--- src/rtl/stkpp_pkg.sv ---
// Shared constants and types for the spectrum top-K peak picker.
`default_nettype none

package stkpp_pkg;

   // Frame and field geometry.
   localparam int MAX_BINS   = 1024;
   localparam int AMP_BITS   = 16;
   localparam int TOP_K      = 3;
   localparam int BIN_BITS   = $clog2(MAX_BINS);
   localparam int RANK_BITS  = 2;
   localparam int SLOT_BITS  = $clog2(TOP_K + 1);
   localparam int RATIO_BITS = 16;
   localparam int CMP_BITS   = AMP_BITS + RATIO_BITS;

   // Stream word widths, padded to whole bytes.
   localparam int REQ_DATA_BITS  = ((AMP_BITS + 7) / 8) * 8;
   localparam int RSP_FIELD_BITS = RANK_BITS + BIN_BITS + AMP_BITS;
   localparam int RSP_DATA_BITS  = ((RSP_FIELD_BITS + 7) / 8) * 8;

   localparam logic [RATIO_BITS-1:0] RATIO_RESET = RATIO_BITS'(66);

   // One entry of the sorted peak list.
   typedef struct packed {
      logic                valid;
      logic [AMP_BITS-1:0] amp;
      logic [BIN_BITS-1:0] bin;
   } slot_type;

   // Peak candidate offered to the whole cell row.
   typedef struct packed {
      logic                insert;
      logic [AMP_BITS-1:0] amp;
      logic [BIN_BITS-1:0] bin;
   } cand_type;

endpackage

`default_nettype wire

--- src/rtl/stkpp_cell.sv ---
// One cell of the sorted peak list: holds a slot and shifts it to its neighbor.
`default_nettype none

module stkpp_cell (
   input  logic                clock,
   input  logic                reset,
   input  logic                clear,
   input  stkpp_pkg::cand_type cand,
   input  stkpp_pkg::slot_type up_slot,
   input  logic                up_beat,
   output stkpp_pkg::slot_type slot,
   output stkpp_pkg::slot_type merged,
   output logic                beat
);
   import stkpp_pkg::*;

   slot_type slot_ff;
   slot_type slot_in;

   // The candidate beats this slot when the slot is empty or strictly weaker.
   assign beat = cand.insert && (!slot_ff.valid || (cand.amp > slot_ff.amp));

   // If the upstream cell was beaten, its entry moves down into this one.
   always_comb begin
      if (up_beat) begin
         merged = up_slot;
      end else if (beat) begin
         merged = '{valid: 1'b1, amp: cand.amp, bin: cand.bin};
      end else begin
         merged = slot_ff;
      end
      slot_in = clear ? '0 : merged;
   end

   always_ff @(posedge clock) begin
      if (reset) begin
         slot_ff <= '0;
      end else begin
         slot_ff <= slot_in;
      end
   end

   assign slot = slot_ff;

endmodule

`default_nettype wire

--- src/rtl/stkpp_report.sv ---
// Frame report unit: holds a finished peak list and streams the qualifying peaks.
`default_nettype none

module stkpp_report (
   input  logic                                  clock,
   input  logic                                  reset,
   input  logic                                  load,
   input  stkpp_pkg::slot_type                   snap_slots [stkpp_pkg::TOP_K],
   input  logic [stkpp_pkg::AMP_BITS-1:0]        snap_max,
   input  logic [stkpp_pkg::RATIO_BITS-1:0]      ratio,
   output logic                                  busy,
   output logic                                  rsp_tvalid,
   input  logic                                  rsp_tready,
   output logic [stkpp_pkg::RSP_DATA_BITS-1:0]   rsp_tdata,
   output logic                                  rsp_tlast
);
   import stkpp_pkg::*;

   typedef enum logic [1:0] {
      ST_IDLE,
      ST_MULT,
      ST_DRAIN
   } state_type;

   state_type                  state_ff;
   slot_type                   slots_ff [TOP_K];
   logic [AMP_BITS-1:0]        max_ff;
   logic [CMP_BITS-1:0]        prod_ff;
   logic [SLOT_BITS-1:0]       idx_ff;
   logic                       rsp_valid_ff;
   logic [RSP_DATA_BITS-1:0]   rsp_data_ff;
   logic                       rsp_last_ff;

   logic [TOP_K:0]             pass_vec;
   logic [SLOT_BITS-1:0]       next_idx;
   logic                       last_pick;
   logic                       out_free;
   logic                       emit;
   slot_type                   pick;

   // A peak passes when amp * 2^16 exceeds ratio * frame maximum.
   for (genvar k = 0; k < TOP_K; k++) begin : g_pass
      assign pass_vec[k] = slots_ff[k].valid &&
                           ({slots_ff[k].amp, {RATIO_BITS{1'b0}}} > prod_ff);
   end
   assign pass_vec[TOP_K] = 1'b0;

   assign next_idx  = idx_ff + SLOT_BITS'(1);
   assign last_pick = !pass_vec[next_idx];
   assign out_free  = !rsp_valid_ff || rsp_tready;
   assign pick      = slots_ff[idx_ff];

   // A new result word is loaded into the output register this cycle.
   assign emit = (state_ff == ST_DRAIN) && pass_vec[idx_ff] && out_free;

   always_ff @(posedge clock) begin
      if (reset) begin
         state_ff     <= ST_IDLE;
         idx_ff       <= '0;
         rsp_valid_ff <= 1'b0;
      end else begin
         if (emit) begin
            rsp_valid_ff <= 1'b1;
         end else if (rsp_tready) begin
            rsp_valid_ff <= 1'b0;
         end
         unique case (state_ff)
            ST_IDLE: begin
               if (load) begin
                  slots_ff <= snap_slots;
                  max_ff   <= snap_max;
                  state_ff <= ST_MULT;
               end
            end
            ST_MULT: begin
               prod_ff  <= CMP_BITS'(ratio) * CMP_BITS'(max_ff);
               idx_ff   <= '0;
               state_ff <= ST_DRAIN;
            end
            ST_DRAIN: begin
               if (!pass_vec[idx_ff]) begin
                  state_ff <= ST_IDLE;
               end else if (out_free) begin
                  rsp_data_ff  <= RSP_DATA_BITS'({pick.amp, pick.bin, RANK_BITS'(idx_ff)});
                  rsp_last_ff  <= last_pick;
                  if (last_pick) begin
                     state_ff <= ST_IDLE;
                  end else begin
                     idx_ff <= next_idx;
                  end
               end
            end
            default: begin
               state_ff <= ST_IDLE;
            end
         endcase
      end
   end

   assign busy       = (state_ff != ST_IDLE);
   assign rsp_tvalid = rsp_valid_ff;
   assign rsp_tdata  = rsp_data_ff;
   assign rsp_tlast  = rsp_last_ff;

endmodule

`default_nettype wire

--- src/rtl/spectrum_top_k_peak_picker_unit.sv ---
// Top level of the spectrum top-K peak picker.
`default_nettype none

// The block takes one spectrum frame as a stream of amplitude words, one bin
// per word, with tlast on the final bin, and counts the bin index itself.
// Every bin that is at least its left neighbor and strictly above its right
// neighbor (first and last bins excluded) is a peak; the three strongest are
// kept in a row of three cells that forms a sorted list, earlier peaks winning
// ties. After the final bin the finished list moves to a report unit, which
// sends, strongest first, each kept peak whose amplitude times 2^16 exceeds
// threshold_ratio times the frame maximum (maximum taken over bins 1 onward).
// A frame yields zero to three result words, the last one flagged by tlast.
// Input rate is one bin per cycle, and the frame's list and counters are
// cleared the moment its final bin is taken, so the next frame follows at
// once. The only stall is on a final bin that arrives while the report unit
// still works on the previous frame: it forms the threshold product and then
// sends each passing peak, and waits while the result side holds tready low.
// The first result word is registered after the list is loaded into the
// report unit and its threshold product is registered.
// The threshold register may be written at any time the block is idle.

module spectrum_top_k_peak_picker_unit (
   input  logic                                clock,
   input  logic                                reset,
   // Bin stream. tdata: amplitude[15:0]. tlast: last_bin.
   input  logic                                req_tvalid,
   output logic                                req_tready,
   input  logic [stkpp_pkg::REQ_DATA_BITS-1:0] req_tdata,
   input  logic                                req_tlast,
   // Peak stream. tdata: rank[1:0], peak_bin[11:2], peak_amplitude[27:12],
   // zero padding[31:28]. tlast: last.
   output logic                                rsp_tvalid,
   input  logic                                rsp_tready,
   output logic [stkpp_pkg::RSP_DATA_BITS-1:0] rsp_tdata,
   output logic                                rsp_tlast,
   // Threshold register write: threshold_ratio as a Q0.16 fraction.
   input  logic                                csr_valid,
   output logic                                csr_ready,
   input  logic [stkpp_pkg::RATIO_BITS-1:0]    csr_data
);
   import stkpp_pkg::*;

   logic [RATIO_BITS-1:0] ratio_ff;
   logic [BIN_BITS-1:0]   bin_cnt_ff;
   logic [AMP_BITS-1:0]   older_ff;
   logic [AMP_BITS-1:0]   newer_ff;
   logic [AMP_BITS-1:0]   max_ff;

   logic [AMP_BITS-1:0]   amp;
   logic                  accept;
   logic                  frame_end;
   logic                  past_first;
   logic                  past_second;
   logic                  is_peak;
   logic [AMP_BITS-1:0]   max_in;
   logic                  report_busy;
   cand_type              cand;

   slot_type              cell_slot   [TOP_K];
   slot_type              cell_merged [TOP_K];
   logic                  cell_beat   [TOP_K];

   // Configuration port: always ready, one register.
   assign csr_ready = 1'b1;

   always_ff @(posedge clock) begin
      if (reset) begin
         ratio_ff <= RATIO_RESET;
      end else if (csr_valid) begin
         ratio_ff <= csr_data;
      end
   end

   // A final bin waits only while the previous frame is still being reported.
   assign req_tready = !(report_busy && req_tlast);
   assign accept     = req_tvalid && req_tready;
   assign frame_end  = accept && req_tlast;
   assign amp        = req_tdata[AMP_BITS-1:0];

   assign past_first  = (bin_cnt_ff != '0);
   assign past_second = (bin_cnt_ff >= BIN_BITS'(2));

   // The previous bin becomes a peak once its right neighbor is seen.
   assign is_peak = past_second && (newer_ff >= older_ff) && (newer_ff > amp);

   assign cand.insert = accept && is_peak;
   assign cand.amp    = newer_ff;
   assign cand.bin    = bin_cnt_ff - BIN_BITS'(1);

   assign max_in = (past_first && (amp > max_ff)) ? amp : max_ff;

   always_ff @(posedge clock) begin
      if (reset) begin
         bin_cnt_ff <= '0;
         older_ff   <= '0;
         newer_ff   <= '0;
         max_ff     <= '0;
      end else if (accept) begin
         if (req_tlast) begin
            bin_cnt_ff <= '0;
            older_ff   <= '0;
            newer_ff   <= '0;
            max_ff     <= '0;
         end else begin
            // The bin index saturates on an overlong frame.
            if (bin_cnt_ff != BIN_BITS'(MAX_BINS - 1)) begin
               bin_cnt_ff <= bin_cnt_ff + BIN_BITS'(1);
            end
            older_ff <= newer_ff;
            newer_ff <= amp;
            max_ff   <= max_in;
         end
      end
   end

   // Row of list cells, strongest entry in cell 0. Each cell sees the
   // candidate and, when its upper neighbor is displaced, takes that entry.
   for (genvar k = 0; k < TOP_K; k++) begin : g_cell
      slot_type up_slot;
      logic     up_beat;

      if (k == 0) begin : g_head
         assign up_slot = '0;
         assign up_beat = 1'b0;
      end else begin : g_link
         assign up_slot = cell_slot[k-1];
         assign up_beat = cell_beat[k-1];
      end

      stkpp_cell u_cell (
         .clock   (clock),
         .reset   (reset),
         .clear   (frame_end),
         .cand    (cand),
         .up_slot (up_slot),
         .up_beat (up_beat),
         .slot    (cell_slot[k]),
         .merged  (cell_merged[k]),
         .beat    (cell_beat[k])
      );
   end

   // The list including the final bin's peak goes to the report unit.
   stkpp_report u_report (
      .clock      (clock),
      .reset      (reset),
      .load       (frame_end),
      .snap_slots (cell_merged),
      .snap_max   (max_in),
      .ratio      (ratio_ff),
      .busy       (report_busy),
      .rsp_tvalid (rsp_tvalid),
      .rsp_tready (rsp_tready),
      .rsp_tdata  (rsp_tdata),
      .rsp_tlast  (rsp_tlast)
   );

endmodule

`default_nettype wire

--- config.mk ---
export PLATFORM = sky130hd
export DESIGN_NAME = spectrum_top_k_peak_picker_unit
export DESIGN_NICKNAME = d
export VERILOG_FILES = /design/src/rtl/stkpp_pkg.sv /design/src/rtl/stkpp_cell.sv /design/src/rtl/stkpp_report.sv /design/src/rtl/spectrum_top_k_peak_picker_unit.sv
export SDC_FILE = /design/constraint.sdc
export NUM_CORES = 1
export LEC_CHECK = 0
export BUFFER_PORTS_ARGS = -buffer_cell sky130_fd_sc_hd__buf_2
export CORE_MARGIN = 2
export CORE_UTILIZATION = 25
export CTS_BUF_LIST = sky130_fd_sc_hd__clkbuf_8
export CTS_CLUSTER_DIAMETER = 60
export CTS_CLUSTER_SIZE = 30
export DETAILED_ROUTE_END_ITERATION = 7
export GPL_TIMING_DRIVEN = 0
export PLACE_DENSITY = 0.45
export SYNTH_ARGS = -nofsm -noshare
export SYNTH_HDL_FRONTEND = slang
export SYNTH_SLANG_ARGS = --single-unit
--- constraint.sdc ---
create_clock -name clock -period 13 [get_ports clock]
set_input_delay 0.65 -clock clock [delete_from_list [all_inputs] [get_ports clock]]
set_output_delay 0.65 -clock clock [all_outputs]
set_load 0.1 [all_outputs]
==> results.md, run 1 <==
- In this run the cell area measured after placement is between 0.02 and 0.03 mm2.
- The pre-CTS setup slack is 5270 ps.
- Adding up every negative setup slack in the final design gives 0 ps.
- By area, the combinational part of the netlist is dominated by adder cells.
- The I/O pin total is 74.
- After routing the design area is ~0.027 mm2.
- Port buffering added 67 buffers.
- The destination of the worst hold path is ratio_ff[1].
- In this run the critical register-to-register path is launched from ratio_ff[6].
- In the final routed layout, each cell accounts on average for ~19 um.
- The number of standard cells after synthesis is 2574.
- Of all nets on the critical path, the largest fanout is 10.
- The post-synthesis sequential area ratio is between 30% and 40%.
- The detailed placer's ending HPWL is slightly above 60000 um.
- The met3 track utilization from global routing is roughly 2.1%.
- IR analysis of the VDD net gives a maximum drop of roughly 75 uV.
- After global routing, the most crowded layer is met2.
- The worst hold path passes through 2 cells.
- After clock tree synthesis, the flow added hold-fix buffers numbering 0.
- The number of cell instances on the worst register-to-register path is 21.
- The run finished with clean final reports.
- For this design the ratio of total power to cell area is 106 mW/mm2.
- The die covers about 0.1 mm2.
- The tree is rooted in a sky130_fd_sc_hd__clkbuf_8.
- The worst hold slack is 212 ps.
- Before antenna repair, the detailed router went through 5 iterations.
- The max-slew violation total from the final report came to 0.
- In this run the post-CTS setup repair buffer count came out at 0.
- The routing usage on met1 is around 20%.
- The end of the worst register-to-register path is u_report.prod_ff[30].
- Entering global routing, the biggest net connects 33 pins.
- After detailed routing, the total wire length is about 76000 um.
- The overall power of the completed layout is 2.88 mW.
- The critical path's largest stage delay is 700 ps.
- Routability-driven placement finished with a final weighted congestion of 0.842.
- STA classifies the critical path startpoint as a flip-flop.
- Max-cap violations in this run came to 0.
- The hold path startpoint is csr_data[1].
- The share of the core filled with cells in the final layout is between 20 and 30%.
- Of the total synthesized cell area, the portion taken by XOR and XNOR cells is under 10%.
- The number of CTS-inserted buffers is 28.
- The most used flip-flop cell after synthesis is sky130_fd_sc_hd__dfxtp_1.
- Among all stages on the critical path, the largest delay is contributed by sky130_fd_sc_hd__dfxtp_1.
- Setup repair after global routing left no endpoint under its margin.
- Clock tree synthesis found a total of 318 sinks.
- Global routing consumed, over all layers together, between 10% and 20% of the routing resources.
- The worst clock skew on the final layout is roughly 56 ps.
- The path class of the tightest hold or removal check is input port to flip-flop.
- Setup slack on the critical path of the routed design comes to around 5300 ps.
- The Yosys warning count is 0.
- The total overflow left after global routing is 0.
- The final antenna-violating net count is 0.
- At the pin with the least slew margin, the transition time is 1410 ps.
- By startpoint and endpoint, the worst setup path is classified as flip-flop to flip-flop.
- At the worst endpoint, the required time is approximately 13000 ps.
- No sink is reached through more buffers than the 3 on the longest clock path.
- Measured against its own limit, the worst slew margin works out to 5.38%.
- The signal on the critical path passes through clkbuf_1 > nand2_1 > fa_1 > inv_1 > fa_1 > fa_1 > fa_1 > fa_1 > inv_1 > fa_1 > inv_1 > ha_1 > a211oi_1 > o21ai_0 > a22oi_1 > a21oi_1 > o21a_1 > o21a_1 > o41ai_1 > o211ai_1 > xor2_1.
- At the later pin of the worst-skew pair, clock insertion delay measures a little under 700 ps.
- The final net count is approximately 3200.
- The routed via count is around 18000.
- After detailed routing, the number of vias per cell comes to between 4 and 5.
- The ratio of final minimum period to clock period is 59.3%.
- The core box area is a little under 0.1 mm2.
- The number of placed instances, taps included is between 3000 and 4000.
- Among cell families on the critical path, the largest total delay comes from adder cells.
- The number of global-route vias before repair came to between 15000 and 20000.
- The synthesized design contains 318 register bits.
- The static leakage is approximately 12 nW.
- The initialized floorplan defines ~110 standard-cell rows.
- Of the post-synthesis cell area, the part taken by muxes is 2.13%.
- The maximum level of the CTS H-tree is 1.
- After synthesis, the mean cell area works out to between 9 and 10 um2.
- The finished layout holds ~4000 standard cells, fillers aside.
- The top cell types in the final layout, fill and taps aside, are 364 x sky130_fd_sc_hd__inv_1, 296 x sky130_fd_sc_hd__nand2_1, 252 x sky130_fd_sc_hd__ha_1.
- For flop-to-flop paths, the worst setup slack is ~5300 ps.
- After detailed routing, the number of remaining DRC violations is 0.
- The die is ~320 um tall.
- The count of final setup violators is 0.
- The number of distinct library cells after synthesis is 74.
- The detailed router finished its first iteration with 1093 violations.
- The shortest clock period the worst path allows after layout is a little under 8000 ps.
- TritonCTS built the clock tree.
- The timing-limited maximum frequency is 130 MHz.
- The library cell used most frequently in the layout, excluding fill and tap cells, is sky130_fd_sc_hd__inv_1.
- The initial antenna violation count came to 5.
- Once the floorplan was initialized, standard cells occupied between 20% and 30% of the core.
- The critical path's most frequent cell is sky130_fd_sc_hd__fa_1.
- Counting both buffers and inverters, the worst setup path holds a total of 4.
- STA classifies the critical path endpoint as a flip-flop.
- The simple-gate portion of the synthesized area is about 15%.
- The number of flops mapped to enable cells by yosys is between 150 and 200.
- Compared with the post-synthesis result, the final layout area differs by 11.6%.
- The first global-routing pass estimated ~120000 um of wire.
- Post-CTS repair changed the size of 0 cells.
- Measured along the x axis, the die boundary spans ~320 um.
- The synthesized netlist devotes 12.8% of its cell area to compound gates.
- Of the total synthesized cell area, the portion taken by full adders, half adders and majority gates is between 20% and 30%.
- The ratio of cells with drive above 1 in the final layout is between 6 and 7%.
- The final hold violation count is 0.
- For met2 alone, demand over resource in global routing was between 20% and 30%.
- The cell area that synthesis handed to floorplanning was around 0.024 mm2.
- The post-synthesis async set-or-reset flop share is 0%.
- After clock tree synthesis, the clock-pin slew on the worst setup and hold paths is between 100 and 150 ps.
- The worst endpoint data arrival time is slightly above 8000 ps.
## how the worst max path moves through the flow
stage	from	end	cells past startpoint
after global routing	ratio_ff[6]	u_report.prod_ff[30]	23
after floorplan	u_report.max_ff[6]	u_report.prod_ff[28]	22
final	ratio_ff[6]	u_report.prod_ff[30]	21
after global placement	reset	u_report.slots_ff[53]	5
after CTS	ratio_ff[6]	u_report.prod_ff[30]	21
after detailed placement	ratio_ff[6]	u_report.prod_ff[30]	21
## kinds of logic after synthesis
logic type | count (synthesis)
buf+inv | 484
other cells | 2
simple gates | 720
mux | 51
compound gates | 515
fa+ha+maj | 446
flops | 318
xor+xnor | 38
## routing by layer
layer | up-vias | wire, um
met5 | - | 13
met4 | 2 | 2120
met3 | 102 | 3500
met2 | 356 | 36600
met1 | 8786 | 33700
li1 | 8848 | -
## area by class of cell
| class | count | area (um2) |
|---|---|---|
| inverter | 364 | 1370 |
| clock buffer | 28 | 385 |
| antenna | 3 | 7.51 |
| fill | 10333 | 69500 |
| clock inverter | 24 | 380 |
| buffer | 120 | 499 |
| tap | 1276 | 1600 |
| timing repair buffer | 73 | 440 |
| multi-input combinational | 1775 | 14600 |
| sequential | 318 | 7950 |
## sequential cells by signal (all words and copies together), names as in the netlist
register,count
max_ff,16
u_report.idx_ff,2
u_report.prod_ff,32
u_report.rsp_tdata,28
u_report.slots_ff,81
u_report.rsp_tlast,1
u_report.rsp_tvalid,1
u_report.max_ff,16
newer_ff,16
g_cell.u_cell.slot,81
u_report.state_ff,2
older_ff,16
bin_cnt_ff,10
ratio_ff,16
## where the power goes
part | switching [mW] | internal (mW) | leakage (nW)
clock network | 0.462 | 0.292 | 0.376
registers | 0.0347 | 1.10 | 2.74
logic | 0.603 | 0.381 | 8.54
## cell usage after synthesis (3+ instances only)
cell / number / share of area, %
sky130_fd_sc_hd__a21oi_1: 207 / 4.2
sky130_fd_sc_hd__a22o_1: 16 / 0.57
sky130_fd_sc_hd__nor2_1: 99 / 1.5
sky130_fd_sc_hd__mux2i_1: 43 / 1.8
sky130_fd_sc_hd__o211ai_1: 10 / 0.31
sky130_fd_sc_hd__nor2_4: 3 / 0.14
sky130_fd_sc_hd__o31ai_1: 7 / 0.22
sky130_fd_sc_hd__nand4_1: 21 / 0.54
sky130_fd_sc_hd__and2_1: 143 / 3.7
sky130_fd_sc_hd__o21a_1: 20 / 0.62
sky130_fd_sc_hd__inv_1: 364 / 5.6
sky130_fd_sc_hd__nor3_1: 16 / 0.33
sky130_fd_sc_hd__xnor2_1: 17 / 0.61
sky130_fd_sc_hd__nor2b_1: 19 / 0.49
sky130_fd_sc_hd__nand3b_1: 16 / 0.49
sky130_fd_sc_hd__o21ai_0: 112 / 2.3
sky130_fd_sc_hd__mux2_2: 8 / 0.37
sky130_fd_sc_hd__a31oi_1: 5 / 0.13
sky130_fd_sc_hd__and3_1: 7 / 0.18
sky130_fd_sc_hd__dfxtp_1: 160 / 13
sky130_fd_sc_hd__xor2_1: 21 / 0.75
sky130_fd_sc_hd__nand3_1: 37 / 0.76
sky130_fd_sc_hd__and4_1: 13 / 0.47
sky130_fd_sc_hd__buf_1: 9 / 0.14
sky130_fd_sc_hd__fa_1: 194 / 16
sky130_fd_sc_hd__o22ai_1: 5 / 0.13
sky130_fd_sc_hd__ha_1: 252 / 13
sky130_fd_sc_hd__buf_2: 12 / 0.25
sky130_fd_sc_hd__buf_4: 9 / 0.28
sky130_fd_sc_hd__a211o_1: 5 / 0.18
sky130_fd_sc_hd__edfxtp_1: 158 / 19
sky130_fd_sc_hd__nand2b_1: 9 / 0.23
sky130_fd_sc_hd__nor4_1: 11 / 0.28
sky130_fd_sc_hd__a221o_1: 3 / 0.12
sky130_fd_sc_hd__a21o_1: 49 / 1.5
sky130_fd_sc_hd__o221ai_1: 3 / 0.11
sky130_fd_sc_hd__clkbuf_1: 90 / 1.4
sky130_fd_sc_hd__nand2_1: 296 / 4.6
sky130_fd_sc_hd__a211oi_1: 40 / 1.2
sky130_fd_sc_hd__or3_1: 18 / 0.46
sky130_fd_sc_hd__o21bai_1: 6 / 0.18
No activity file was read; power rests on OpenSTA's default activity.
==> inputs of run 2 (changes only) <==
Settings changed: PLACE_DENSITY 0.45 to 0.46.
Clock period 13 ns to 6.17 ns, I/O delays scaled along.
==> results.md, run 2 (synthesis gave the netlist of run 1 again) <==
- The root buffer cell chosen for the clock tree is sky130_fd_sc_hd__clkbuf_8.
- Relative to the synthesized area, the layout overhead comes to 17.1%.
- For this configuration, the core starts out at a cell density of 25.2%.
- The shortest clock period the worst path allows after layout is ~6400 ps.
- The number of placement rows is 114.
- After legalization and detailed placement, the total HPWL measured a little over 60000 um.
- In this run, the number of DRC markers left after iteration 0 of detailed routing was between 1000 and 1500.
- The footprint of the multi-input gates is 0.0149 mm2.
- The maximum fanout along the worst path is 5.
- Traced cell by cell, the critical path runs through clkbuf_8 > and2_4 > fa_1 > inv_2 > fa_1 > inv_1 > fa_1 > fa_2 > fa_1 > inv_1 > fa_1 > inv_2 > ha_4 > and4_4 > nand2_4 > or4b_4 > a21oi_4 > o21a_1 > o21a_4 > buf_6 > o21a_1 > nor2_2 > xnor2_1.
- In this run the count of I/O pins placed on the die edge is 74.
- Dividing the detail-routed via count by the number of cells gives around 4.6.
- Cells with a size suffix above 1 make up 11.9% of the layout.
- The number of global-route vias before repair is between 15000 and 20000.
- For this design the ratio of total power to cell area is between 200 and 250 mW/mm2.
- The worst path uses 104% of the clock period.
- Once routing completed, OpenROAD measured the worst setup slack at -264 ps.
- The max-slew violation total from the final report is 0.
- Global routing used about 16% of the available tracks across all layers.
- Together, buffers and inverters on the worst path number 6.
- Across all hold checks on the routed design, the worst slack comes to 143 ps.
- After clock tree synthesis, the clock-pin slew on the worst setup and hold paths is between 100 and 150 ps.
- The routed layout has ~19000 vias.
- The number of CTS-inserted buffers is 34.
- No sink is reached through more buffers than the 3 on the longest clock path.
- The class of the tightest hold or removal check is input port to flip-flop.
- The CTS tree is done.
- The average routed wire per standard cell is around 19 um.
- The residual DRC count is 0.
- At the worst endpoint, the arrival time is roughly 6800 ps.
- The final antenna-violating net count is 0.
- Entering global routing, the biggest net connects 34 pins.
- The first global-routing pass estimated roughly 120000 um of wire.
- The cell that appears most often on the critical path is sky130_fd_sc_hd__fa_1.
- The worst setup path is launched from a flip-flop.
- The worst register-to-register path has a setup slack of -260 ps.
- The most common cell after layout, fill and taps aside is sky130_fd_sc_hd__inv_1.
- The final hold violation count is 0.
- The number of port buffers is 67.
- Summing all flip-flop and latch instances after layout gives ~0.0080 mm2.
- The finished cells cover 0.0286 mm2.
- The region available for standard cell placement spans 0.0967 mm2.
- The required arrival time at the worst endpoint is 6500 ps.
- The insertion delay of the later-clocked pin in the worst-skew pair is 660 ps.
- The most critical setup path has its startpoint at u_report.max_ff[4].
- The flow ran to the end, but the final reports show violations.
- Setup repair after global routing could not meet its margin everywhere.
- The checks that failed: negative setup slack.
- Before CTS, the worst setup slack after placement is -1270 ps.
- The clock tree synthesis step divided the H-tree into 2 levels.
- Measured against its own limit, the worst slew margin works out to 14.1%.
- The worst clock skew on the final layout is roughly 96 ps.
- The design draws approximately 6.7 mW.
- The critical path endpoint category is a flip-flop.
- The post-detailed-routing wire length is between 70000 and 80000 um.
- The worst setup path is of the flip-flop to flip-flop kind.
- The remaining global-route overflow is 0.
- The die boundary width is 316 um.
- Across the VDD grid, the largest voltage drop is 159 uV.
- At the pin with the least slew margin, the transition time is between 1000 and 1500 ps.
- The initial antenna violation count came to 4.
- The cell area after placement is approximately 0.027 mm2.
- The kind of cell adding the most delay to the critical path is adder cells.
- The height of the die is around 320 um.
- In this run the critical register-to-register path is launched from u_report.max_ff[4].
- In this run the worst setup path terminates at u_report.prod_ff[24].
- In the layout the commonest cells are 357 x sky130_fd_sc_hd__inv_1, 295 x sky130_fd_sc_hd__nand2_1, 241 x sky130_fd_sc_hd__ha_1.
- The max-capacitance violation count is 0.
- The static leakage is 12.3 nW.
- Timing would allow up to around 160 MHz.
- The die covers 0.100 mm2.
- The final net count is between 3000 and 4000.
- The filler cells instantiated in the layout total ~10000.
- The library cell contributing the largest single delay on the critical path is sky130_fd_sc_hd__edfxtp_1.
- The routability-driven placement congestion ratio is around 0.86.
- The critical path crosses 23 cells after its start point.
- Before antenna repair, the detailed router went through 5 iterations.
- The largest single stage delay on the critical path is ~560 ps.
- The endpoint identified for the worst register-to-register timing path is u_report.prod_ff[24].
- The number of sinks driven by the clock tree is 318.
- The count of final setup violators is 9.
- The number of cell instances on the worst register-to-register path is 23.
run 2: cell count changes in the layout (fill, tap and decap cells not counted), sizes merged:
cell / delta
dlygate4sd3: +33
bufinv: -1
buf: +49
clkbuf: +4
clkinv: -3
clkinvlp: +3
inv: +5
diode: +1
run 2: layer usage:
layer  part of all wire [%]  wire (um)  vias to the layer above  global-route usage [%]
met5                      0          0                        -                       0
met2                     48      37200                      346                    27.0
met3                    3.9       3030                       75                    1.50
li1                       -          -                     9033                       -
met4                    2.1       1620                        0                    3.64
met1                     46      35500                     9111                    21.1
run 2: per-stage QoR:
stage               util (%)  setup TNS (ps)  instances
floorplan                  -               0       2577
global placement        27.3         -305150       3920
detailed placement      27.4          -12440       3926
CTS                     29.4           -1940       4064
global route            29.5           -3570       4070
finish                  29.5           -1500       4072
run 2: cell type report:
cell class | count | share of cell area, %
Sequential cell | 318 | 27.9
Clock inverter | 28 | 1.34
Multi-Input combinational cell | 1775 | 52.3
Timing Repair Buffer | 153 | 4.01
Inverter | 364 | 4.78
Clock buffer | 34 | 1.64
Buffer | 120 | 2.35
Tap cell | 1276 | 5.59
Antenna cell | 4 | 0.0350
run 2: worst register-to-register path: stages (launching register included):
cell and delay, ps:
sky130_fd_sc_hd__edfxtp_1 560, sky130_fd_sc_hd__clkbuf_8 230, sky130_fd_sc_hd__and2_4 160, sky130_fd_sc_hd__fa_1 490
sky130_fd_sc_hd__inv_2 40, sky130_fd_sc_hd__fa_1 510, sky130_fd_sc_hd__inv_1 60, sky130_fd_sc_hd__fa_1 510
sky130_fd_sc_hd__fa_2 450, sky130_fd_sc_hd__fa_1 480, sky130_fd_sc_hd__inv_1 50, sky130_fd_sc_hd__fa_1 560
sky130_fd_sc_hd__inv_2 60, sky130_fd_sc_hd__ha_4 270, sky130_fd_sc_hd__and4_4 250, sky130_fd_sc_hd__nand2_4 60
sky130_fd_sc_hd__or4b_4 520, sky130_fd_sc_hd__a21oi_4 150, sky130_fd_sc_hd__o21a_1 180, sky130_fd_sc_hd__o21a_4 170
sky130_fd_sc_hd__buf_6 90, sky130_fd_sc_hd__o21a_1 110, sky130_fd_sc_hd__nor2_2 40, sky130_fd_sc_hd__xnor2_1 130
run 2: repair_timing:
action	4_1_cts	5_1_grt
resized for setup	123	29
hold buffers	33	0
setup buffers	42	5
pin swaps	50	15
setup endpoints to repair	18	16
endpoints found under the hold margin	42	0
cloned	1	0
run 2: worst min path at each step:
| stage | from | endpoint | cells after the start |
|---|---|---|---|
| after floorplan | u_report.idx_ff[0] | u_report.rsp_tdata[0] | 0 |
| after CTS | req_tvalid | newer_ff[0] | 4 |
| final | req_tvalid | newer_ff[0] | 4 |
| after global routing | req_tvalid | newer_ff[0] | 4 |
| after detailed placement | older_ff[3] | older_ff[3] | 2 |
| after global placement | older_ff[11] | older_ff[11] | 2 |
run 2: power breakdown:
| part | switching, mW | total, mW | internal [mW] |
|---|---|---|---|
| registers | 0.0688 | 2.40 | 2.33 |
| clock network | 1.04 | 1.71 | 0.672 |
| logic | 1.46 | 2.63 | 1.17 |
==> inputs of run 3 (changes only) <==
Settings changed: GPL_TIMING_DRIVEN 0 to default.
==> results.md, run 3 (synthesis gave the netlist of run 1 again) <==
- The flow ran to the end, but the final reports show violations.
- The checks that failed: negative setup slack.
- The count of final setup violators is 2.
- The tool flagged a number of max-cap violations equal to 0.
- During placement, the flow inserted port buffers numbering around 70.
- The detailed placer's ending HPWL is 54500 um.
- The largest individual stage delay along the critical path comes from the cell sky130_fd_sc_hd__fa_1.
- For this design the ratio of total power to cell area is 233 mW/mm2.
- The class of the tightest hold or removal check is input port to flip-flop.
- The area enclosed by the die boundary is ~0.10 mm2.
- Dividing the detail-routed via count by the number of cells gives ~4.5.
- The share of the core filled with cells in the final layout is ~30%.
- The final antenna-violating net count is 0.
- Clock tree synthesis inserted a total of 31 buffers.
- Setup repair after global routing could not meet its margin everywhere.
- The I/O pin total is 74.
- The initial antenna violation count came to 3.
- In the layout the commonest cells are 352 x sky130_fd_sc_hd__inv_1, 294 x sky130_fd_sc_hd__nand2_1, 238 x sky130_fd_sc_hd__ha_1.
- The wire length of the first global-routing pass is 112000 um.
- Measured against its own limit, the worst slew margin works out to between 20% and 30%.
- The shortest clock period the worst path allows after layout is a little over 6000 ps.
- The design draws 6.65 mW.
- The max-slew violation total from the final report is 0.
- In this run the static leakage power is between 10 and 15 nW.
- The worst-margin pin slew is roughly 1100 ps.
- The routed via count is around 18000.
- The clock passes through at most 3 buffers.
- The die boundary width is between 300 and 400 um.
- TritonCTS built the clock tree.
- The number of global-route vias before repair is between 15000 and 20000.
- On the worst path, the slowest cell contributes a delay of approximately 540 ps.
- Static timing analysis puts the maximum clock frequency at roughly 160 MHz.
- The area growth from synthesis to layout is 17.1%.
- The final hold violation count is 0.
- In the final routed layout, each cell accounts on average for 17.3 um.
- The worst clock skew on the final layout is between 40 and 50 ps.
- For this block, the routed nets add up to 70100 um of wire.
- The height of the die is 316 um.
- Clock tree synthesis found a total of between 300 and 400 sinks.
- The kind of start point of the critical path is a flip-flop.
- For the worst-skew pair, the clock arrives at the later sink with an insertion delay of 730 ps.
- The critical path's most frequent cell is sky130_fd_sc_hd__fa_1.
- The worst endpoint data arrival time is between 6000 and 7000 ps.
- Across every metal layer, demand over resource in global routing totals roughly 14%.
- In this run the standard cell core region covers just under 0.1 mm2.
- The length of the first detailed-routing pass in iterations is 5.
- Of the available clock period, the critical path in the final layout requires 100%.
- Along the worst path, the maximum fanout reaches 4.
- The CTS root buffer is sky130_fd_sc_hd__clkbuf_8.
- Leaving out fill and tap cells, the most frequent cell in the layout is sky130_fd_sc_hd__inv_1.
- After detailed routing, the number of remaining DRC violations is 0.
- The maximum number of pins on one net before global-route repair is 62.
- In the final design database the tool counted between 3000 and 4000 nets.
- For this run the aggregate overflow at the end of global routing stands at 0.
- The category of the critical setup timing path is flip-flop to flip-flop.
- The slack of the critical path is -15.2 ps.
- The highest ir drop seen on vdd is slightly below 200 uV.
- The starting density of the core is 25.2%.
- CTS built an H-tree with a depth of 1.
- The required arrival time at the worst endpoint is ~6600 ps.
- The starting DRC count in detailed routing is 910.
- The routability-driven placement congestion ratio is 0.806.
- Fill cells in the final layout number slightly above 10000.
- After clock tree synthesis, the clock-pin slew on the worst setup and hold paths is approximately 110 ps.
- Traced cell by cell, the critical path runs through buf_6 > and2_1 > fa_1 > inv_1 > fa_1 > inv_1 > fa_1 > fa_1 > fa_1 > inv_1 > fa_1 > inv_2 > ha_4 > and4_4 > nand2_1 > or4b_4 > a21oi_4 > o21a_1 > o21a_1 > buf_4 > o21a_1 > nor2_1 > xnor2_1.
- The critical path endpoint category is a flip-flop.
- The post-route netlist has roughly 14% of its cells at a drive strength greater than 1.
- The number of placement rows is approximately 110.
[run 3: per-layer routing]
metal / vias up / global-route usage (%) / wire, um / share of wire, %
li1: 8983 / - / - / -
met1: 8837 / 18.9 / 31900 / 46
met2: 267 / 25.6 / 34500 / 49
met3: 74 / 1.12 / 2210 / 3.2
met4: 0 / 3.32 / 1480 / 2.1
met5: - / 0 / 0 / 0
[run 3: power by group]
group	switching, mW	internal, mW
Sequential	0.0537	2.33
Combinational	1.43	1.23
Clock	1.03	0.576
Total	2.51	4.14
[run 3: stage by stage]
stage,hold slack (ps),setup TNS (ps),std cells,instance area [um2],setup WS (ps)
global route,71.9,-1500,4050,28600,-242
floorplan,406,0,2577,24500,11.5
global placement,441,-1410,3938,27000,-235
CTS,8.42,-400,4045,28500,-112
finish,78.9,-24.2,4050,28600,-15.2
detailed placement,443,-1910,3938,27000,-274
[run 3: timing repair]
action,in CTS,in global routing
resized for setup,63,15
hold endpoints to repair,52,0
pin swaps,64,24
endpoints found under the setup margin,11,11
setup buffers,16,4
hold buffers,33,0
[run 3: cell type report]
class | instances | area (um2) | share of cell area [%]
timing repair buffer | 258 | 1950 | 6.81
tap | 1276 | 1600 | 5.59
clock buffer | 31 | 427 | 1.49
clock inverter | 27 | 358 | 1.25
antenna | 1 | 2.50 | 0.00876
multi-input combinational | 1775 | 14900 | 52.2
inverter | 364 | 1370 | 4.78
sequential | 318 | 7960 | 27.9
[run 3: worst paths after layout]
check | to | cells past startpoint | slack (ps) | start
hold / removal | older_ff[8] | 3 | 80 | req_tvalid
hold reg to reg | older_ff[7] | 2 | 460 | older_ff[7]
setup reg to reg | u_report.prod_ff[24] | 23 | -20 | u_report.max_ff[4]
setup / recovery | u_report.prod_ff[24] | 23 | -20 | u_report.max_ff[4]
[run 3: critical path, delay by kind of cell, from the launching register on]
family	cells	cell delay, ps
XOR/XNOR	1	130
flip-flops	1	510
AO/OA/AOI/OAI	4	570
AND/OR/NAND/NOR	5	1010
buffers and inverters	6	530
adder cells (fa/ha/maj)	7	3230
